==> src/rtl/msf_pkg.sv <==
// ----------------------------------------------------------------------------
// msf_pkg
// shared types and constants for the map sample to float32 unit
// ----------------------------------------------------------------------------
package msf_pkg;

    localparam int unsigned AddrWidth = 4;

    typedef enum logic [2:0] {
        MODE_BYTE   = 3'd0,
        MODE_SHORT  = 3'd1,
        MODE_FLOAT  = 3'd2,
        MODE_USHORT = 3'd3,
        MODE_HALF   = 3'd4
    } t_mode;

    localparam logic [AddrWidth-1:0] ADDR_MODE       = 4'h0;
    localparam logic [AddrWidth-1:0] ADDR_SIGNED     = 4'h4;
    localparam logic [AddrWidth-1:0] ADDR_INT_SWAP   = 4'h8;
    localparam logic [AddrWidth-1:0] ADDR_FLOAT_SWAP = 4'hc;

    localparam logic [7:0] ExpBiasInt  = 8'd127;
    localparam logic [7:0] ExpBiasHalf = 8'd112;

    // stage 1 to stage 2 record
    typedef struct packed {
        logic        is_int;
        logic        is_half;
        logic        is_float;
        logic        neg;
        logic [15:0] mag;
        logic [15:0] half;
        logic [31:0] fbits;
        logic        sect;
    } t_dec;

    // stage 2 to stage 3 record
    typedef struct packed {
        logic        is_int;
        logic        is_half;
        logic        is_float;
        logic        neg;
        logic [15:0] mag;
        logic [3:0]  lead;
        logic        mag_zero;
        logic [15:0] half;
        logic [31:0] fbits;
        logic        sect;
    } t_norm;

    // position of the leading one in a 16-bit value
    function automatic logic [3:0] lead_one(input logic [15:0] v);
        logic [3:0] p;
        p = 4'd0;
        for (int i = 0; i < 16; i++) begin
            if (v[i]) begin
                p = 4'(i);
            end
        end
        return p;
    endfunction

endpackage

==> src/rtl/map_sample_to_float32_unit.sv <==
// ----------------------------------------------------------------------------
// map_sample_to_float32_unit
// converts raw map samples to ieee single precision bit patterns
//
// channel   signals                                   role
// input     i_valid/o_ready, i_raw_bytes, i_section_end  sample in
// output    o_valid/i_ready, o_float_bits, o_section_end_out  result out
// config    psel/penable/pwrite/paddr/pwdata/prdata/pready  registers
//
// one item per cycle sustained while the output is not stalled
// three register stages: decode, leading one search, pack
// synchronous active low reset clears valid bits and config registers
// a stall holds every stage that is full; empty stages still fill
// ----------------------------------------------------------------------------
module map_sample_to_float32_unit (
    input  logic                          i_clk,
    input  logic                          i_rst_n,
    input  logic                          i_valid,
    output logic                          o_ready,
    input  logic [31:0]                   i_raw_bytes,
    input  logic                          i_section_end,
    output logic                          o_valid,
    input  logic                          i_ready,
    output logic [31:0]                   o_float_bits,
    output logic                          o_section_end_out,
    input  logic                          psel,
    input  logic                          penable,
    input  logic                          pwrite,
    input  logic [msf_pkg::AddrWidth-1:0] paddr,
    input  logic [31:0]                   pwdata,
    output logic [31:0]                   prdata,
    output logic                          pready
);
    logic [2:0] mode;
    logic       sgn, iswp, fswp;

    msf_regs u_regs (
        .i_clk, .i_rst_n, .psel, .penable, .pwrite, .paddr, .pwdata,
        .prdata, .pready,
        .o_mode(mode), .o_signed(sgn), .o_int_swap(iswp), .o_float_swap(fswp)
    );

    msf_datapath u_dp (
        .i_clk, .i_rst_n, .i_valid, .o_ready, .i_raw_bytes, .i_section_end,
        .i_mode(mode), .i_signed(sgn), .i_int_swap(iswp), .i_float_swap(fswp),
        .o_valid, .i_ready, .o_float_bits, .o_section_end_out
    );
endmodule

==> src/rtl/msf_regs.sv <==
// ----------------------------------------------------------------------------
// msf_regs
// apb configuration registers
// ----------------------------------------------------------------------------
module msf_regs (
    input  logic                            i_clk,
    input  logic                            i_rst_n,
    input  logic                            psel,
    input  logic                            penable,
    input  logic                            pwrite,
    input  logic [msf_pkg::AddrWidth-1:0]   paddr,
    input  logic [31:0]                     pwdata,
    output logic [31:0]                     prdata,
    output logic                            pready,
    output logic [2:0]                      o_mode,
    output logic                            o_signed,
    output logic                            o_int_swap,
    output logic                            o_float_swap
);
    logic [2:0] r_mode;
    logic       r_signed;
    logic       r_int_swap;
    logic       r_float_swap;
    logic       wr;

    assign pready = 1'b1;
    assign wr = psel & penable & pwrite;

    always_ff @(posedge i_clk) begin
        if (!i_rst_n) begin
            r_mode       <= msf_pkg::MODE_FLOAT;
            r_signed     <= 1'b0;
            r_int_swap   <= 1'b0;
            r_float_swap <= 1'b0;
        end else if (wr) begin
            if (paddr == msf_pkg::ADDR_MODE)       r_mode       <= pwdata[2:0];
            if (paddr == msf_pkg::ADDR_SIGNED)     r_signed     <= pwdata[0];
            if (paddr == msf_pkg::ADDR_INT_SWAP)   r_int_swap   <= pwdata[0];
            if (paddr == msf_pkg::ADDR_FLOAT_SWAP) r_float_swap <= pwdata[0];
        end
    end

    always_comb begin
        prdata = 32'd0;
        if (paddr == msf_pkg::ADDR_MODE)       prdata = {29'd0, r_mode};
        if (paddr == msf_pkg::ADDR_SIGNED)     prdata = {31'd0, r_signed};
        if (paddr == msf_pkg::ADDR_INT_SWAP)   prdata = {31'd0, r_int_swap};
        if (paddr == msf_pkg::ADDR_FLOAT_SWAP) prdata = {31'd0, r_float_swap};
    end

    assign o_mode       = r_mode;
    assign o_signed     = r_signed;
    assign o_int_swap   = r_int_swap;
    assign o_float_swap = r_float_swap;
endmodule

==> src/rtl/msf_datapath.sv <==
// ----------------------------------------------------------------------------
// msf_datapath
// three stage conversion pipeline: decode, leading one search, pack
// ----------------------------------------------------------------------------
module msf_datapath (
    input  logic        i_clk,
    input  logic        i_rst_n,
    input  logic        i_valid,
    output logic        o_ready,
    input  logic [31:0] i_raw_bytes,
    input  logic        i_section_end,
    input  logic [2:0]  i_mode,
    input  logic        i_signed,
    input  logic        i_int_swap,
    input  logic        i_float_swap,
    output logic        o_valid,
    input  logic        i_ready,
    output logic [31:0] o_float_bits,
    output logic        o_section_end_out
);
    logic          r_v1, r_v2, r_v3;
    msf_pkg::t_dec  r_s1, n_s1;
    msf_pkg::t_norm r_s2, n_s2;
    logic [31:0]   r_bits, n_bits;
    logic          r_sect;
    logic          adv3, adv2, adv1;
    logic [15:0]   ipair, fpair;
    logic [15:0]   mag_sh;
    logic [3:0]    hl;
    logic [7:0]    hexp;
    logic [9:0]    hmant;

    assign adv3 = ~r_v3 | i_ready;
    assign adv2 = ~r_v2 | adv3;
    assign adv1 = ~r_v1 | adv2;
    assign o_ready = adv1;

    // stage 1: byte order and sign
    always_comb begin
        ipair = i_int_swap ? {i_raw_bytes[7:0], i_raw_bytes[15:8]} : i_raw_bytes[15:0];
        fpair = i_float_swap ? {i_raw_bytes[7:0], i_raw_bytes[15:8]} : i_raw_bytes[15:0];
        n_s1 = '0;
        n_s1.half = fpair;
        n_s1.fbits = i_float_swap ? {i_raw_bytes[7:0], i_raw_bytes[15:8],
                                     i_raw_bytes[23:16], i_raw_bytes[31:24]} : i_raw_bytes;
        n_s1.sect = i_section_end;
        unique case (i_mode)
            msf_pkg::MODE_BYTE: begin
                n_s1.is_int = 1'b1;
                n_s1.neg = i_signed & i_raw_bytes[7];
                n_s1.mag = n_s1.neg ? 16'(9'h100 - {1'b0, i_raw_bytes[7:0]})
                                    : {8'd0, i_raw_bytes[7:0]};
            end
            msf_pkg::MODE_SHORT: begin
                n_s1.is_int = 1'b1;
                n_s1.neg = ipair[15];
                n_s1.mag = ipair[15] ? 16'(17'h10000 - {1'b0, ipair}) : ipair;
            end
            msf_pkg::MODE_USHORT: begin
                n_s1.is_int = 1'b1;
                n_s1.mag = ipair;
            end
            msf_pkg::MODE_HALF: n_s1.is_half = 1'b1;
            default: n_s1.is_float = 1'b1;
        endcase
    end

    // stage 2: leading one searches
    always_comb begin
        n_s2.is_int   = r_s1.is_int;
        n_s2.is_half  = r_s1.is_half;
        n_s2.is_float = r_s1.is_float;
        n_s2.neg      = r_s1.neg;
        n_s2.mag      = r_s1.mag;
        n_s2.half     = r_s1.half;
        n_s2.fbits    = r_s1.fbits;
        n_s2.sect     = r_s1.sect;
        n_s2.mag_zero = (r_s1.is_int & (r_s1.mag == 16'd0));
        // int8 -128 and int16 -32768 give magnitude of 0x80 / 0x8000, still fine
        n_s2.lead = r_s1.is_int ? msf_pkg::lead_one(r_s1.mag)
                                : msf_pkg::lead_one({6'd0, r_s1.half[9:0]});
    end

    // stage 3: pack
    always_comb begin
        mag_sh = r_s2.mag << (4'd15 - r_s2.lead);
        hl     = r_s2.lead;
        hmant  = 10'(r_s2.half[9:0] << (4'd10 - hl));
        hexp   = 8'd0;
        n_bits = r_s2.fbits;
        if (r_s2.is_int) begin
            if (r_s2.mag_zero) begin
                n_bits = 32'd0;
            end else begin
                n_bits = {r_s2.neg, 8'(msf_pkg::ExpBiasInt + {4'd0, r_s2.lead}),
                          mag_sh[14:0], 8'd0};
            end
        end else if (r_s2.is_half) begin
            if (r_s2.half[14:10] == 5'h1f) begin
                n_bits = {r_s2.half[15], 8'hff, r_s2.half[9:0], 13'd0};
            end else if (r_s2.half[14:10] != 5'd0) begin
                hexp = 8'({3'd0, r_s2.half[14:10]} + msf_pkg::ExpBiasHalf);
                n_bits = {r_s2.half[15], hexp, r_s2.half[9:0], 13'd0};
            end else if (r_s2.half[9:0] == 10'd0) begin
                n_bits = {r_s2.half[15], 31'd0};
            end else begin
                // subnormal: exponent 1 - 15 shifted down to the leading one
                hexp = 8'(msf_pkg::ExpBiasHalf - 8'd9 + {4'd0, hl});
                n_bits = {r_s2.half[15], hexp, hmant, 13'd0};
            end
        end
    end

    always_ff @(posedge i_clk) begin
        if (!i_rst_n) begin
            r_v1 <= 1'b0;
            r_v2 <= 1'b0;
            r_v3 <= 1'b0;
        end else begin
            if (adv1) r_v1 <= i_valid;
            if (adv2) r_v2 <= r_v1;
            if (adv3) r_v3 <= r_v2;
        end
    end

    always_ff @(posedge i_clk) begin
        if (adv1 && i_valid) r_s1 <= n_s1;
        if (adv2 && r_v1)    r_s2 <= n_s2;
        if (adv3 && r_v2) begin
            r_bits <= n_bits;
            r_sect <= r_s2.sect;
        end
    end

    assign o_valid           = r_v3;
    assign o_float_bits      = r_bits;
    assign o_section_end_out = r_sect;
endmodule

==> config.mk <==
export PLATFORM = sky130hd
export DESIGN_NAME = map_sample_to_float32_unit
export DESIGN_NICKNAME = d
export VERILOG_FILES = /design/src/rtl/msf_pkg.sv /design/src/rtl/map_sample_to_float32_unit.sv /design/src/rtl/msf_regs.sv /design/src/rtl/msf_datapath.sv
export SDC_FILE = /design/constraint.sdc
export NUM_CORES = 1
export LEC_CHECK = 0
export BUFFER_PORTS_ARGS = -buffer_cell sky130_fd_sc_hd__buf_2
export CORE_MARGIN = 4
export CORE_UTILIZATION = 30
export CTS_CLUSTER_SIZE = 14
export DETAILED_ROUTE_END_ITERATION = 16
export PLACE_DENSITY_LB_ADDON = 0.05
export SKIP_LAST_GASP = 1
export SLEW_MARGIN = 10
export SYNTH_ARGS = -nofsm -noshare
export SYNTH_HDL_FRONTEND = slang
export SYNTH_SLANG_ARGS = --single-unit
==> constraint.sdc <==
create_clock -name i_clk -period 7.85 [get_ports i_clk]
set_input_delay 1.9625 -clock i_clk [delete_from_list [all_inputs] [get_ports i_clk]]
set_output_delay 1.9625 -clock i_clk [all_outputs]
set_load 0.1 [all_outputs]
==> summary.txt <==
Power
  • Leakage power: 0.003827 µW
  • Worst vdd ir: 0.1473 mV
  • Pwr Density: 225.4 mW/mm²

STA
  • Clock skew: 28.09 ps
  • Fmax: 188.7 MHz
  • Fin crit period: 5300 ps
  • Fin. max-slew vios: 0
  • Unrepaired setup endpoints after global routing: no
  • Slew @ Worst Pin: 1023 ps
  • Total negative slack: 0 ps
  • # setup viols final: 0
  • Final period utilization: 67.51%
  • Max-Slew Margin vs Limit: 31.77%
  • Hold Vio Cnt, Final: 0

Clock network
  • Latest clock arrival within the worst-skew pair: 440 ps
  • Root buffer cell: clkbuf_16
  • CTS tree: built
  • Post-CTS Setup Repair Bufs: 0
  • Hold-fix buffers, CTS: 0
  • Clock slew at reported path FFs: 70 ps
  • H-Tree Depth: 4
  • PostCTS Resize Cnt: 0
  • CTS max path bufs: 2
  • # clock sinks: 182
  • TritonCTS Buffers: 17

Detailed routing
  • Final WL: 24610 µm
  • DR WL/cell: 19.78 µm
  • Starting DRT DRC Count: 527
  • DR pass1 iterations: 5
  • Vias: 6024
  • Met3 Wirelength: 1291 µm
  • Top metal layer carrying routed signals: met5
  • Routed wl met2: 11310 µm
  • DRC Markers: 0
  • Post-route ant nets: 0
  • DR vias/cell: 4.842
  • Met1 wire length: 11530 µm

Worst setup path
  • FF-to-FF End: u_dp.o_float_bits[19]$_DFFE_PP_
  • CP Cell Sequence: buf_2 > nor4_1 > and2_1 > buf_2
  • Cell family with most CP delay: simple AND/OR/NAND/NOR gates
  • R2R depth: 8
  • CP max FO: 6
  • Critical Path AT: 3340 ps
  • Critical path required time: 5890 ps
  • Critical path's most frequent cell: buf_2
  • FF-to-FF setup slack: 4310 ps
  • CP Launch Type: input port
  • CP Buf/Inv Count: 2
  • Type of the worst setup path: in -> out
  • R2r startpoint: u_dp.hl[1]$_DFFE_PP_
  • Crit. End Element: output pin
  • Crit-path max cell delay: 620 ps
  • Crit-path slowest cell: nor4_1

Hold path
  • Worst-case hold path end point: u_dp.r_s2[13]$_DFFE_PP_
  • Hold-critical path depth: 0
  • Min-delay src: u_dp.n_s2[13]$_DFFE_PP_
  • Hold WC Path Type: reg -> reg

Floorplanning
  • Rows: 63
  • Chip height: 180.9 µm
  • Number of I/O pins: 144
  • Placeable Area: 0.02956 mm²
  • Die X: 180.9 µm
  • Initial Util: 30.35%
  • Die area: 0.03273 mm²

Flow run
  • Max cap viols: 0

Yosys
  • Syn Inst Count: 772
  • Synth Area per Inst: 11.62 µm²
  • Count leader, synth: edfxtp_1
  • Synth unique cells: 64
  • Main flop type after synthesis: edfxtp_1
  • Post-synth ARST share: 0%
  • Post-synth top area cell: edfxtp_1
  • Synth top area cells: edfxtp_1 58%, nand2_1 4.6%, mux2i_1 3.9%
  • Post-synthesis sequential area ratio: 59.92%
  • Yosys warns: 0
  • Area share of the largest cell type after synthesis: 57.91%
  • Number of flops mapped to enable cells by yosys: 173
  • Commonest cells in the netlist: 173 x edfxtp_1, 111 x nand2_1, 56 x nor2_1
  • Syn Std Cell Area: 0.008971 mm²
  • #FFs+latches synth: 182

GRT
  • Grt ovf: 0
  • Total track usage: 15.03%
  • Pin count of the biggest net entering global routing: 73
  • Initial antenna violation count: 2
  • Global-route wire length before repair: 37360 µm
  • Number of global-route vias before repair: 6041

Layout
  • Synthesis-to-layout area growth: 15.23%
  • ANT cells: 0
  • NumNets Final: 922
  • Share of cells above drive strength 1: 17.68%
  • Core Util, Final: 34.97%
  • Fin area: 0.01034 mm²

Placed design
  • Final GP Congestion: 0.8701
  • Placed cell areas: 0.009682 mm²
  • Post-DP HPWL: 18640 µm
  • Port bufs: 84

Run status
  • Run status: finished, final reports clean
[cell usage in the layout, fill, tap and decap left out, drive strengths merged, types with 15 or more instances in the layout]
master	synthesis	layout
nor2	56	56
mux2i	35	35
xnor2	15	15
nor3	15	15
nand2	111	111
a21oi	25	25
nand3	17	17
edfxtp	173	173
o21ai	44	44
nand2b	19	19
inv	32	41
clkbuf	30	17
buf	39	91
conb	2	30
[worst reg2reg max path, delay by kind of cell, from the launching register on]
kind | cells | cell delay [ps]
multiplexers | 1 | 290
AND/OR/NAND/NOR | 1 | 60
AO/OA/AOI/OAI | 4 | 860
flip-flops | 1 | 780
buffers and inverters | 1 | 450
adder cells (fa/ha/maj) | 1 | 810
[metrics by stage]
step	worst slack (ps)	std cells	hold slack [ps]	power, µW
2_1_floorplan	1814	800	400.3	1366
3_3_place_gp	2541	1212	400.6	1432
3_5_place_dp	2558	1212	405.4	1432
4_1_cts	2547	1244	421.9	2358
5_1_grt	2438	1244	421.4	2423
6_report	2550	1244	422.3	2330
[state kept, by name, indices dropped and copies added (netlist names)]
name and flops:
u_dp.o_float_bits 32, u_dp.o_valid 1, u_regs.o_int_swap 1, u_regs.o_float_swap 1, u_dp.n_s2 68, u_dp.r_v1 1
u_dp.o_section_end_out 1, u_regs.o_signed 1, u_dp.r_s2 68, u_dp.r_v2 1, u_regs.o_mode 3, u_dp.hl 4
[final cells by class]
| cell class | instances | area (µm²) |
|---|---|---|
| inverter | 33 | 123.9 |
| sequential | 182 | 5376 |
| multi-input combinational | 516 | 3221 |
| clock buffer | 17 | 425.4 |
| tap | 390 | 488.0 |
| clock inverter | 15 | 230.2 |
| timing repair buffer | 91 | 473.0 |
| fill | 2937 | 19220 |
[worst max path at each step]
stage | start | end | slack (ps) | cells past startpoint
after detailed placement | paddr[1] | prdata[1] | 2560 | 4
after floorplan | i_ready | u_dp.n_s2[0]$_DFFE_PP_ | 1810 | 2
after CTS | paddr[1] | prdata[1] | 2550 | 4
final | paddr[1] | prdata[1] | 2550 | 4
after global routing | paddr[1] | prdata[1] | 2440 | 4
after global placement | paddr[1] | prdata[1] | 2540 | 4
[routing by layer]
layer / vias to the layer above / global-route usage [%]
met3: 28 / 3.704
met1: 2906 / 20.87
met5: - / 0
li1: 2908 / -
met4: 4 / 4.265
met2: 178 / 23.48
[report_power, final]
part | leakage, µW | total [µW] | switching [µW] | internal, µW
registers | 0.00174 | 1140 | 26.8 | 1110
logic | 0.00177 | 272 | 210 | 61.7
clock network | 0.000316 | 922 | 445 | 477
total | 0.00383 | 2330 | 682 | 1650
[cell families after synthesis]
logic type,count (synthesis),synth area share (%)
other,2,0.08371
flip-flops,182,59.92
AO/OA/AOI/OAI,140,10.47
XOR/XNOR,22,2.148
adder cells (fa/ha/maj),5,0.6974
buffers and inverters,102,5.732
multiplexers,53,7.169
AND/OR/NAND/NOR,266,13.78
Note: power is estimated with default switching activity, not from simulation.
